**src/hdl/lls_pkg.sv**
```systemverilog
// ----------------------------------------------------------------------------
// lls_pkg
// Shared types and timing constants for the LCD line/mode sequencer.
// ----------------------------------------------------------------------------
package lls_pkg;

  // Line and frame timing
  localparam int unsigned DOTS_PER_LINE  = 456;
  localparam int unsigned VISIBLE_LINES  = 144;
  localparam int unsigned TOTAL_LINES    = 154;
  localparam int unsigned VISIBLE_WIDTH  = 160;
  localparam int unsigned SCAN_DOTS      = 80;
  localparam int unsigned SCAN_START_DOT = 1;
  localparam int unsigned WIN_X_LIMIT    = 166;

  localparam int unsigned DOT_W   = 9;
  localparam int unsigned LINE_W  = 8;
  localparam int unsigned PIX_W   = 8;
  localparam int unsigned FRAME_W = 16;
  localparam int unsigned MODE_W  = 2;
  localparam int unsigned CFG_IDX_W  = 3;
  localparam int unsigned CFG_DATA_W = 8;

  // Configuration register indexes
  localparam logic [CFG_IDX_W-1:0] REG_LYC_VALUE     = 3'd0;
  localparam logic [CFG_IDX_W-1:0] REG_STAT_ENABLES  = 3'd1;
  localparam logic [CFG_IDX_W-1:0] REG_WINDOW_ENABLE = 3'd2;
  localparam logic [CFG_IDX_W-1:0] REG_WINDOW_Y      = 3'd3;
  localparam logic [CFG_IDX_W-1:0] REG_WINDOW_X      = 3'd4;

  // STAT enable bits
  localparam int unsigned STAT_HBLANK_BIT = 0;
  localparam int unsigned STAT_VBLANK_BIT = 1;
  localparam int unsigned STAT_LYC_BIT    = 2;

  // Mode codes as seen on the result port
  localparam logic [MODE_W-1:0] CODE_HBLANK = 2'd0;
  localparam logic [MODE_W-1:0] CODE_VBLANK = 2'd1;
  localparam logic [MODE_W-1:0] CODE_OAM    = 2'd2;
  localparam logic [MODE_W-1:0] CODE_XFER   = 2'd3;

  typedef struct packed {
    logic [LINE_W-1:0] lyc_value;
    logic [2:0]        stat_enables;
    logic              window_enable;
    logic [LINE_W-1:0] window_y;
    logic [LINE_W-1:0] window_x;
  } cfg_t;

  typedef struct packed {
    logic [MODE_W-1:0]  mode;
    logic [LINE_W-1:0]  line_number;
    logic               coincidence;
    logic [LINE_W-1:0]  window_row;
    logic               stat_irq;
    logic               vblank_irq;
    logic               scan_start;
    logic               xfer_start;
    logic               xfer_end;
    logic [FRAME_W-1:0] frame_number;
  } res_t;

endpackage

```
**src/hdl/lls_timing.sv**
```systemverilog
// ----------------------------------------------------------------------------
// lls_timing
// Dot, line, window-line and frame counters with the PPU mode state machine.
// One dot tick is processed per cycle in which step is high.
// ----------------------------------------------------------------------------
module lls_timing (
  input  logic                        clk,
  input  logic                        rst_n,
  input  logic                        step,
  input  logic [lls_pkg::PIX_W-1:0]   pushed,
  input  lls_pkg::cfg_t               cfg,
  output lls_pkg::res_t               res
);
  import lls_pkg::*;

  typedef enum logic [3:0] {
    ST_HBLANK = 4'b0001,
    ST_VBLANK = 4'b0010,
    ST_OAM    = 4'b0100,
    ST_XFER   = 4'b1000
  } state_t;

  state_t              mode_r, mode_nxt;
  logic [DOT_W-1:0]    dot_r, dot_nxt, dot_inc;
  logic [LINE_W-1:0]   line_r, line_nxt, adv_line;
  logic [LINE_W-1:0]   win_r, win_nxt;
  logic                lyc_r, lyc_nxt;
  logic [FRAME_W-1:0]  frame_r, frame_nxt;
  logic                line_end, win_on, win_hit, lyc_hit;
  logic                stat, vbl, scan, xs, xe;
  logic [MODE_W-1:0]   mode_code;

  always_comb begin
    dot_inc  = dot_r + DOT_W'(1);
    line_end = dot_inc >= DOT_W'(DOTS_PER_LINE);
    adv_line = line_r + LINE_W'(1);
    win_on   = cfg.window_enable && (cfg.window_x <= LINE_W'(WIN_X_LIMIT)) &&
               ({1'b0, cfg.window_y} < 9'(VISIBLE_LINES));
    win_hit  = win_on && (line_r >= cfg.window_y) &&
               ({1'b0, line_r} < ({1'b0, cfg.window_y} + 9'(VISIBLE_LINES)));
    lyc_hit  = adv_line == cfg.lyc_value;
  end

  always_comb begin
    mode_nxt  = mode_r;
    dot_nxt   = dot_inc;
    line_nxt  = line_r;
    win_nxt   = win_r;
    lyc_nxt   = lyc_r;
    frame_nxt = frame_r;
    stat      = 1'b0;
    vbl       = 1'b0;
    scan      = 1'b0;
    xs        = 1'b0;
    xe        = 1'b0;
    unique case (mode_r)
      ST_OAM: begin
        if (dot_inc >= DOT_W'(SCAN_DOTS)) begin
          mode_nxt = ST_XFER;
          xs       = 1'b1;
        end
        scan = dot_inc == DOT_W'(SCAN_START_DOT);
      end
      ST_XFER: begin
        if (pushed >= PIX_W'(VISIBLE_WIDTH)) begin
          mode_nxt = ST_HBLANK;
          xe       = 1'b1;
          stat     = cfg.stat_enables[STAT_HBLANK_BIT];
        end
      end
      ST_HBLANK: begin
        if (line_end) begin
          line_nxt = adv_line;
          win_nxt  = win_hit ? win_r + LINE_W'(1) : win_r;
          lyc_nxt  = lyc_hit;
          stat     = lyc_hit && cfg.stat_enables[STAT_LYC_BIT];
          dot_nxt  = '0;
          if ({1'b0, adv_line} >= 9'(VISIBLE_LINES)) begin
            mode_nxt  = ST_VBLANK;
            vbl       = 1'b1;
            stat      = stat | cfg.stat_enables[STAT_VBLANK_BIT];
            frame_nxt = frame_r + FRAME_W'(1);
          end else begin
            mode_nxt = ST_OAM;
          end
        end
      end
      ST_VBLANK: begin
        if (line_end) begin
          line_nxt = adv_line;
          win_nxt  = win_hit ? win_r + LINE_W'(1) : win_r;
          lyc_nxt  = lyc_hit;
          stat     = lyc_hit && cfg.stat_enables[STAT_LYC_BIT];
          dot_nxt  = '0;
          // past the last line: wrap LY and window line, LYC flag from the compare with the unwrapped line
          if ({1'b0, adv_line} >= 9'(TOTAL_LINES)) begin
            mode_nxt = ST_OAM;
            line_nxt = '0;
            win_nxt  = '0;
          end
        end
      end
      default: mode_nxt = ST_OAM;
    endcase
  end

  always_comb begin
    unique case (mode_nxt)
      ST_HBLANK: mode_code = CODE_HBLANK;
      ST_VBLANK: mode_code = CODE_VBLANK;
      ST_OAM:    mode_code = CODE_OAM;
      ST_XFER:   mode_code = CODE_XFER;
      default:   mode_code = CODE_OAM;
    endcase
  end

  always_comb begin
    res.mode         = mode_code;
    res.line_number  = line_nxt;
    res.coincidence  = lyc_nxt;
    res.window_row   = win_nxt;
    res.stat_irq     = stat;
    res.vblank_irq   = vbl;
    res.scan_start   = scan;
    res.xfer_start   = xs;
    res.xfer_end     = xe;
    res.frame_number = frame_nxt;
  end

  always_ff @(posedge clk) begin
    if (!rst_n) begin
      mode_r  <= ST_OAM;
      dot_r   <= '0;
      line_r  <= '0;
      win_r   <= '0;
      lyc_r   <= 1'b0;
      frame_r <= '0;
    end else if (step) begin
      mode_r  <= mode_nxt;
      dot_r   <= dot_nxt;
      line_r  <= line_nxt;
      win_r   <= win_nxt;
      lyc_r   <= lyc_nxt;
      frame_r <= frame_nxt;
    end
  end

`ifndef SYNTH
  a_vblank_enters: assert property (@(posedge clk) disable iff (!rst_n)
    step && res.vblank_irq |=> mode_r == ST_VBLANK)
    else $error("vblank irq without entering vblank");
  a_xfer_end_hblank: assert property (@(posedge clk) disable iff (!rst_n)
    step && res.xfer_end |=> mode_r == ST_HBLANK)
    else $error("transfer end without entering hblank");
  a_line_dot_clear: assert property (@(posedge clk) disable iff (!rst_n)
    step && (line_nxt != line_r) |=> dot_r == '0)
    else $error("line changed but dot counter not cleared");
  a_frame_only_vbl: assert property (@(posedge clk) disable iff (!rst_n)
    step && !res.vblank_irq |=> $stable(frame_r))
    else $error("frame counter moved outside vblank entry");
`endif

endmodule

```
**src/hdl/lls_out_reg.sv**
```systemverilog
// ----------------------------------------------------------------------------
// lls_out_reg
// Result register with valid/stall handshake towards the receiver.
// ----------------------------------------------------------------------------
module lls_out_reg (
  input  logic          clk,
  input  logic          rst_n,
  input  logic          load,
  input  lls_pkg::res_t res_in,
  input  logic          out_stall,
  output logic          free,
  output logic          out_valid,
  output lls_pkg::res_t res_out
);
  import lls_pkg::*;

  logic valid_r;
  res_t res_r;

  // room when empty or the held beat leaves this cycle
  assign free      = !valid_r || !out_stall;
  assign out_valid = valid_r;
  assign res_out   = res_r;

  always_ff @(posedge clk) begin
    if (!rst_n) begin
      valid_r <= 1'b0;
    end else if (free) begin
      valid_r <= load;
    end
  end

  always_ff @(posedge clk) begin
    if (load) begin
      res_r <= res_in;
    end
  end

endmodule

```
**src/hdl/lcd_line_mode_sequencer.sv**
```systemverilog
// ----------------------------------------------------------------------------
// lcd_line_mode_sequencer
// PPU mode timing: OAM scan, transfer, HBLANK and VBLANK sequencing per dot.
// ----------------------------------------------------------------------------
// Usage:
//   Input channel carries one beat per dot tick (in_pushed_pixels, the count
//   of pixels pushed so far on the line). Each input beat yields exactly one
//   result beat: mode, LY, LYC flag, window line, interrupt and pulse flags
//   and the frame count, all as they stand after that dot.
//   A beat accepted into the input register is processed by the timing step
//   once the result register has room, and shown on the out_ ports from there.
//   Throughput: one beat per cycle unless the result side stalls; input and
//   result registers form a two-stage pipe, counters updating on each step.
//   A stall on the result side holds the result register; in_stall rises
//   only once the input register is also full.
//   Configuration (cfg_we/cfg_index/cfg_wdata) is to be written while idle;
//   the block does not enforce this. Indexes beyond the register list are ignored.
//   Reset (rst_n low, synchronous) empties both stages, clears all config
//   registers and counters and starts the sequencer in OAM scan on line 0.
// ----------------------------------------------------------------------------
module lcd_line_mode_sequencer (
  input  logic                              clk,
  input  logic                              rst_n,
  input  logic                              cfg_we,
  input  logic [lls_pkg::CFG_IDX_W-1:0]     cfg_index,
  input  logic [lls_pkg::CFG_DATA_W-1:0]    cfg_wdata,
  input  logic                              in_valid,
  output logic                              in_stall,
  input  logic [lls_pkg::PIX_W-1:0]         in_pushed_pixels,
  output logic                              out_valid,
  input  logic                              out_stall,
  output logic [lls_pkg::MODE_W-1:0]        out_mode,
  output logic [lls_pkg::LINE_W-1:0]        out_line_number,
  output logic                              out_coincidence,
  output logic [lls_pkg::LINE_W-1:0]        out_window_row,
  output logic                              out_stat_irq,
  output logic                              out_vblank_irq,
  output logic                              out_scan_start,
  output logic                              out_xfer_start,
  output logic                              out_xfer_end,
  output logic [lls_pkg::FRAME_W-1:0]       out_frame_number
);
  import lls_pkg::*;

  cfg_t              cfg_r;
  logic              in_valid_r;
  logic [PIX_W-1:0]  pushed_r;
  logic              out_free;
  logic              step;
  res_t              res_step;
  res_t              res_out;

  always_ff @(posedge clk) begin
    if (!rst_n) begin
      cfg_r <= '0;
    end else if (cfg_we) begin
      unique case (cfg_index)
        REG_LYC_VALUE:     cfg_r.lyc_value     <= cfg_wdata;
        REG_STAT_ENABLES:  cfg_r.stat_enables  <= cfg_wdata[2:0];
        REG_WINDOW_ENABLE: cfg_r.window_enable <= cfg_wdata[0];
        REG_WINDOW_Y:      cfg_r.window_y      <= cfg_wdata;
        REG_WINDOW_X:      cfg_r.window_x      <= cfg_wdata;
        default:           cfg_r               <= cfg_r;
      endcase
    end
  end

  assign step     = in_valid_r && out_free;
  assign in_stall = in_valid_r && !out_free;

  always_ff @(posedge clk) begin
    if (!rst_n) begin
      in_valid_r <= 1'b0;
    end else if (!in_stall) begin
      in_valid_r <= in_valid;
    end
  end

  always_ff @(posedge clk) begin
    if (!in_stall && in_valid) begin
      pushed_r <= in_pushed_pixels;
    end
  end

  lls_timing u_timing (
    .clk    (clk),
    .rst_n  (rst_n),
    .step   (step),
    .pushed (pushed_r),
    .cfg    (cfg_r),
    .res    (res_step)
  );

  lls_out_reg u_out_reg (
    .clk       (clk),
    .rst_n     (rst_n),
    .load      (step),
    .res_in    (res_step),
    .out_stall (out_stall),
    .free      (out_free),
    .out_valid (out_valid),
    .res_out   (res_out)
  );

  assign out_mode         = res_out.mode;
  assign out_line_number  = res_out.line_number;
  assign out_coincidence  = res_out.coincidence;
  assign out_window_row   = res_out.window_row;
  assign out_stat_irq     = res_out.stat_irq;
  assign out_vblank_irq   = res_out.vblank_irq;
  assign out_scan_start   = res_out.scan_start;
  assign out_xfer_start   = res_out.xfer_start;
  assign out_xfer_end     = res_out.xfer_end;
  assign out_frame_number = res_out.frame_number;

endmodule

```
**config.mk**
```make
export PLATFORM = sky130hd
export DESIGN_NAME = lcd_line_mode_sequencer
export DESIGN_NICKNAME = d
export VERILOG_FILES = /design/src/hdl/lls_pkg.sv /design/src/hdl/lls_timing.sv /design/src/hdl/lls_out_reg.sv /design/src/hdl/lcd_line_mode_sequencer.sv
export SDC_FILE = /design/constraint.sdc
export NUM_CORES = 1
export LEC_CHECK = 0
export BUFFER_PORTS_ARGS = -buffer_cell sky130_fd_sc_hd__buf_4
export CAP_MARGIN = 20
export CORE_ASPECT_RATIO = 1.25
export CORE_MARGIN = 10
export CORE_UTILIZATION = 55
export DETAILED_ROUTE_END_ITERATION = 12
export GPL_TIMING_DRIVEN = 0
export HOLD_SLACK_MARGIN = 0.15
export PLACE_DENSITY = 0.75
export SLEW_MARGIN = 20
export SYNTH_ARGS = -nofsm -noshare
export SYNTH_HDL_FRONTEND = slang
export SYNTH_SLANG_ARGS = --single-unit
```
**constraint.sdc**
```tcl
create_clock -name clk -period 7.3 [get_ports clk]
set_input_delay 1.095 -clock clk [delete_from_list [all_inputs] [get_ports clk]]
set_output_delay 1.095 -clock clk [all_outputs]
set_load 0.01 [all_outputs]
```
; Word level (Yosys, flattened, before mapping)
; Cells that the tools add are included.
; W data, S select, Z words.
[word_totals]
wordCells = 105
in_bits = 24
out_inout_bits = 42
regBits = 124
[classes]
bitwise = 1
n_eq_ne = 13
order_cmp = 9
mux = 32
n_addsub = 5
n_reduce_logical = 21
[ops]
columns = operator, count
row1 = $mux W8, 7
row2 = $mux W16, 3
row3 = $pmux W8 S2, 2
row4 = $ge A8 B8 Y1 const B, 3
row5 = $mux W4, 5
row6 = $mux W9, 2
row7 = $add A16 B1 Y16 const B, 1
row8 = $add A8 B1 Y8 const B, 2
row9 = $pmux W4 S4, 1
row10 = $reduce_and A2 Y1, 6
row11 = $add A8 B8 Y9 const B, 1
row12 = $add A9 B1 Y9 const B, 1
row13 = $eq A9 B1 Y1 const B, 1
row14 = $ge A9 B7 Y1 const B, 1
row15 = $ge A9 B9 Y1 const B, 1
row16 = $lt A8 B9 Y1, 1
row17 = $mux W1, 9
row18 = $eq A4 B1 Y1 const B, 2
row19 = $eq A4 B2 Y1 const B, 2
row20 = $eq A4 B4 Y1 const B, 2
row21 = $eq A8 B8 Y1, 1
row22 = $ge A8 B8 Y1, 1
row23 = $le A8 B8 Y1 const B, 1
row24 = $logic_and A1 B1 Y1, 8
row25 = 13 further kinds, 17

; Longest topological paths before layout
[logic_depth]
ltp_word = 9
depth_mapped = 12
ltp_nobuf = 12

; By module
; Synthesis repeated with hierarchy kept, for this count alone.
[hier_totals]
cells_unflattened = 702
area_unflattened_um2 = 6596.3
[by_module_without_submodules]
columns = mod, area_each_um2, seq_area_each_um2, n_inst, cells_per_inst
row1 = lls_timing, 4003.8, 920.9, 1, 541
row2 = lcd_line_mode_sequencer, 1356.3, 820.8, 1, 117
row3 = lls_out_reg, 1236.2, 1221.2, 1, 44

; Least setup slack after synthesis
; No wires, ideal clock.
[synth_timing]
path_type = input -> register
startpoint = input port out_stall
endpoint = register u_timing.lyc_r
setup_ns = 0.072
path_stages = 7
required_ns = 7.228
setup_slack_ns = 3.856
arrival_time_ns = 3.372
n_path_buf = 2
cell_sequence = nand2_1 nand2_1 inv_1 clkbuf_1 clkbuf_1 a22oi_1 nor2_1
[synth_via]
elab_chain_cells = 3
[synth_rtl]
columns = item, line_no
row1 = from (decl), lcd_line_mode_sequencer.sv:31  ; input logic out_stall,
row2 = $logic_not A1 Y1, lls_out_reg.sv:21  ; assign free = !valid_r || !out_stall;
row3 = $logic_or A1 B1 Y1, lls_out_reg.sv:21
row4 = $logic_and A1 B1 Y1, lcd_line_mode_sequencer.sv:68  ; assign step = in_valid_r && out_free;
row5 = net step, lcd_line_mode_sequencer.sv:49  ; logic step;
row6 = to (signal assigned), lls_timing.sv:143  ; lyc_r <= lyc_nxt;
row7 = to (decl), lls_timing.sv:27  ; logic lyc_r, lyc_nxt;
; The timed path passes the listed nets, and every way through them passes these cells.
; A chain may end at the register's enable or synchronous reset.

==> metrics.txt <==
CP dominant cell by count ha_1; register area share after synthesis 45.8%; grt total ovfl 0; Port Buf Inserts 59; Post-CTS Hold Buffers 0; synth-to-layout area growth 19.2%; relative max-transition margin 38.3%; CTS Buffer Depth 2; worst skew pair latency 410 ps; initial antenna violation count 0; total CTS buffers 17; FFs w/ async S/R, synth 0%; Slew @ Worst Pin 920 ps; Final setup viols 0; Max Slew Vio Count 0; Hold Path Class flip-flop to flip-flop; Setup Fix Bufs, Post-CTS 0; dpl ws 3920 ps; status complete, no violations; Vias/cell 5.86; startpoint types flip-flop; Die Y 138 microns; crit-path cells ha_1 -> xnor2_1 -> ha_1 -> a21o_1 -> a21oi_1 -> nor2b_1 -> or4_4 -> nor4_2 -> nand3_1 -> or3_1 -> o21ai_0; R2R depth 11; post-DP HPWL 11.1 mm; CTS tree done; die area 15800 sq um; flop2flop setup slack 4000 ps; most common cell after layout, fill and taps aside nand2_1; Syn Inst Count 666; EDFF count, synth 43; Boundary Pins 66; Worst Setup EP u_out_reg.res_out[28]; unique cell type count in the Yosys netlist 70; crit end category flip-flop; Mean Syn Cell Area 9.21 sq um; unrepaired setup endpoints after global routing false; Core ar. 11000 sq um; Leakage 0.00264 uW; CP required 7520 ps; CTS clk-pin slew, worst paths 60 ps; number of synthesis warnings 0; worst setup slack after layout 4000 ps; Synth Flop Type dfxtp_1; pin count of the biggest net entering global routing 29; DRT Pass-1 Iters 8; Initial Util 55.6%; clock sinks 119; via count 5234; f_max 0.303 GHz; Seq cells post-synth 119; Starting DRT DRC Count 419; Slowest-stage cell, CP or4_4; post-CTS sizing 0; syn_nets 711; worst hold start cfg_r[9]; utilization after layout 66.4%; MaxCap Viol Count 0; most frequent cells in the layout 86 x nand2_1, 76 x dfxtp_1, 70 x nor2_1; H-tree depth 4; Placer Congestion 0.903; Die X-Extent 114 microns; Setup CP Type flip-flop to flip-flop; setup_tns 0 ps; Worst R2R End u_out_reg.res_out[28]; r2r startpoint cfg_r[12]; Final Hold Vio Count 0; ratio of cells with drive above 1 in the final layout 16.2%; crit path max fanout 5; root buffer cell clkbuf_16; Pwr Density 217 nW/um^2; fin nets 790; CP Launch Point cfg_r[12]; Post-Syn Area 6140 sq um; ANT cells 0; global-route usage over all layers 19.1%; maximum vdd drop 0.169 mV; worst endpoint data arrival time 3530 ps; crit-path max cell delay 590 ps; fin crit period 3300 ps; Clock Skews 8.17 ps; WL per Instance 17.1 microns; final wirelength 15.2 mm; Core Rows 43; vias in the first global route 5021; fillers 875; DRT antenna net count 0; global-route wire length before repair 24.7 mm; # DRC 0; period utilization 45.3%
flip-flops by register name, indices dropped and copies added, names as in the netlist:
signal	flops
cfg_r	28
in_valid_r	1
pushed_r	3
u_out_reg.out_valid	1
u_out_reg.res_out	40
u_timing.dot_r	9
u_timing.frame_r	16
u_timing.line_r	8
u_timing.lyc_r	1
u_timing.mode_r	4
u_timing.win_r	8
synthesized netlist by cell type, types with 2 or more instances:
library cell,number,area [sq um]
nand4_1,15,93.8
or4_4,2,22.5
ha_1,21,263
dfxtp_1,76,1520
nor4_1,3,18.8
nor3_2,4,40.0
a21o_1,3,22.5
a211oi_1,6,45.0
o31ai_1,8,60.1
a21oi_1,52,260
inv_1,20,75.1
buf_6,2,22.5
xnor2_1,29,254
and4_1,4,35.0
o21ai_0,30,150
xor2_1,15,131
a31oi_1,6,37.5
nand3_2,2,20.0
o21ba_2,2,20.0
or4_1,4,30.0
edfxtp_1,43,1290
o21a_1,2,15.0
nand2_1,86,323
and3_1,11,68.8
nor2b_1,6,37.5
mux2i_1,12,120
o21ai_1,2,10.0
nand4b_1,3,26.3
and3b_1,2,17.5
buf_2,9,45.0
nor3_1,8,40.0
nand2b_1,4,25.0
clkbuf_1,20,75.1
nand3_1,25,125
or3_1,8,50.1
nand3b_1,3,22.5
a22oi_1,4,30.0
and2_1,5,31.3
a2bb2oi_1,3,26.3
o211ai_1,6,45.0
mux2_2,2,22.5
nor2_1,70,263
layer usage:
layer,share of wire [%],wire length [microns],vias to the layer above,GRT usage [%]
met5,0,0,-,0
met4,2.0,312,0,8.26
met3,6.7,1020,26,4.42
met2,49,7490,197,31.4
met1,42,6420,2462,23.0
li1,-,-,2549,-
layout make-up:
cell class,count,area (sq um),area share (%)
clock buffers,21,440,6.02
clock inverters,11,108,1.47
plain buffers,33,155,2.12
flip-flops and latches,119,2810,38.4
well taps,135,169,2.31
repair buffers,60,463,6.33
inverters,21,78.8,1.08
multi-input cells,493,3090,42.2
report_power, final:
group | switching [uW] | internal, uW
registers | 9.55 | 706
clock network | 286 | 495
logic | 57.0 | 37.4
total | 352 | 1240
worst min-delay path by stage:
stage | end | slack, ps | cells after the start
after floorplan | cfg_r[10] | 440 | 2
after global placement | cfg_r[10] | 450 | 2
after global routing | cfg_r[27] | 480 | 2
after detailed placement | cfg_r[9] | 460 | 2
final | cfg_r[9] | 470 | 2
after CTS | cfg_r[9] | 460 | 2
cell families after synthesis:
family | Yosys count | share of synthesized area (%)
DFF | 119 | 45.8
and+or+nand+nor | 273 | 22.5
muxes | 15 | 2.57
xor gates and xnor gates | 45 | 6.54
adders and majority gates | 21 | 4.28
AOI/OAI and AO/OA | 139 | 14.5
buffers and inverters | 54 | 3.79
through the flow:
stage / power [uW] / std cells / hold slack, ps / area [sq um]
4_1_cts: 1600 / 893 / 463 / 7320
3_3_place_gp: 820 / 860 / 449 / 6750
6_report: 1590 / 893 / 466 / 7320
5_1_grt: 1640 / 893 / 480 / 7320
3_5_place_dp: 824 / 861 / 456 / 6770
2_1_floorplan: 776 / 666 / 436 / 6140
worst max-delay path: cells and delay by family, from the launching register on:
kind | cells | cell delay [ps]
DFF | 1 | 370
and+or+nand+nor | 5 | 1590
AOI/OAI and AO/OA | 3 | 430
xor gates and xnor gates | 1 | 130
adders and majority gates | 2 | 570
Power figures use the tool's default switching activity.
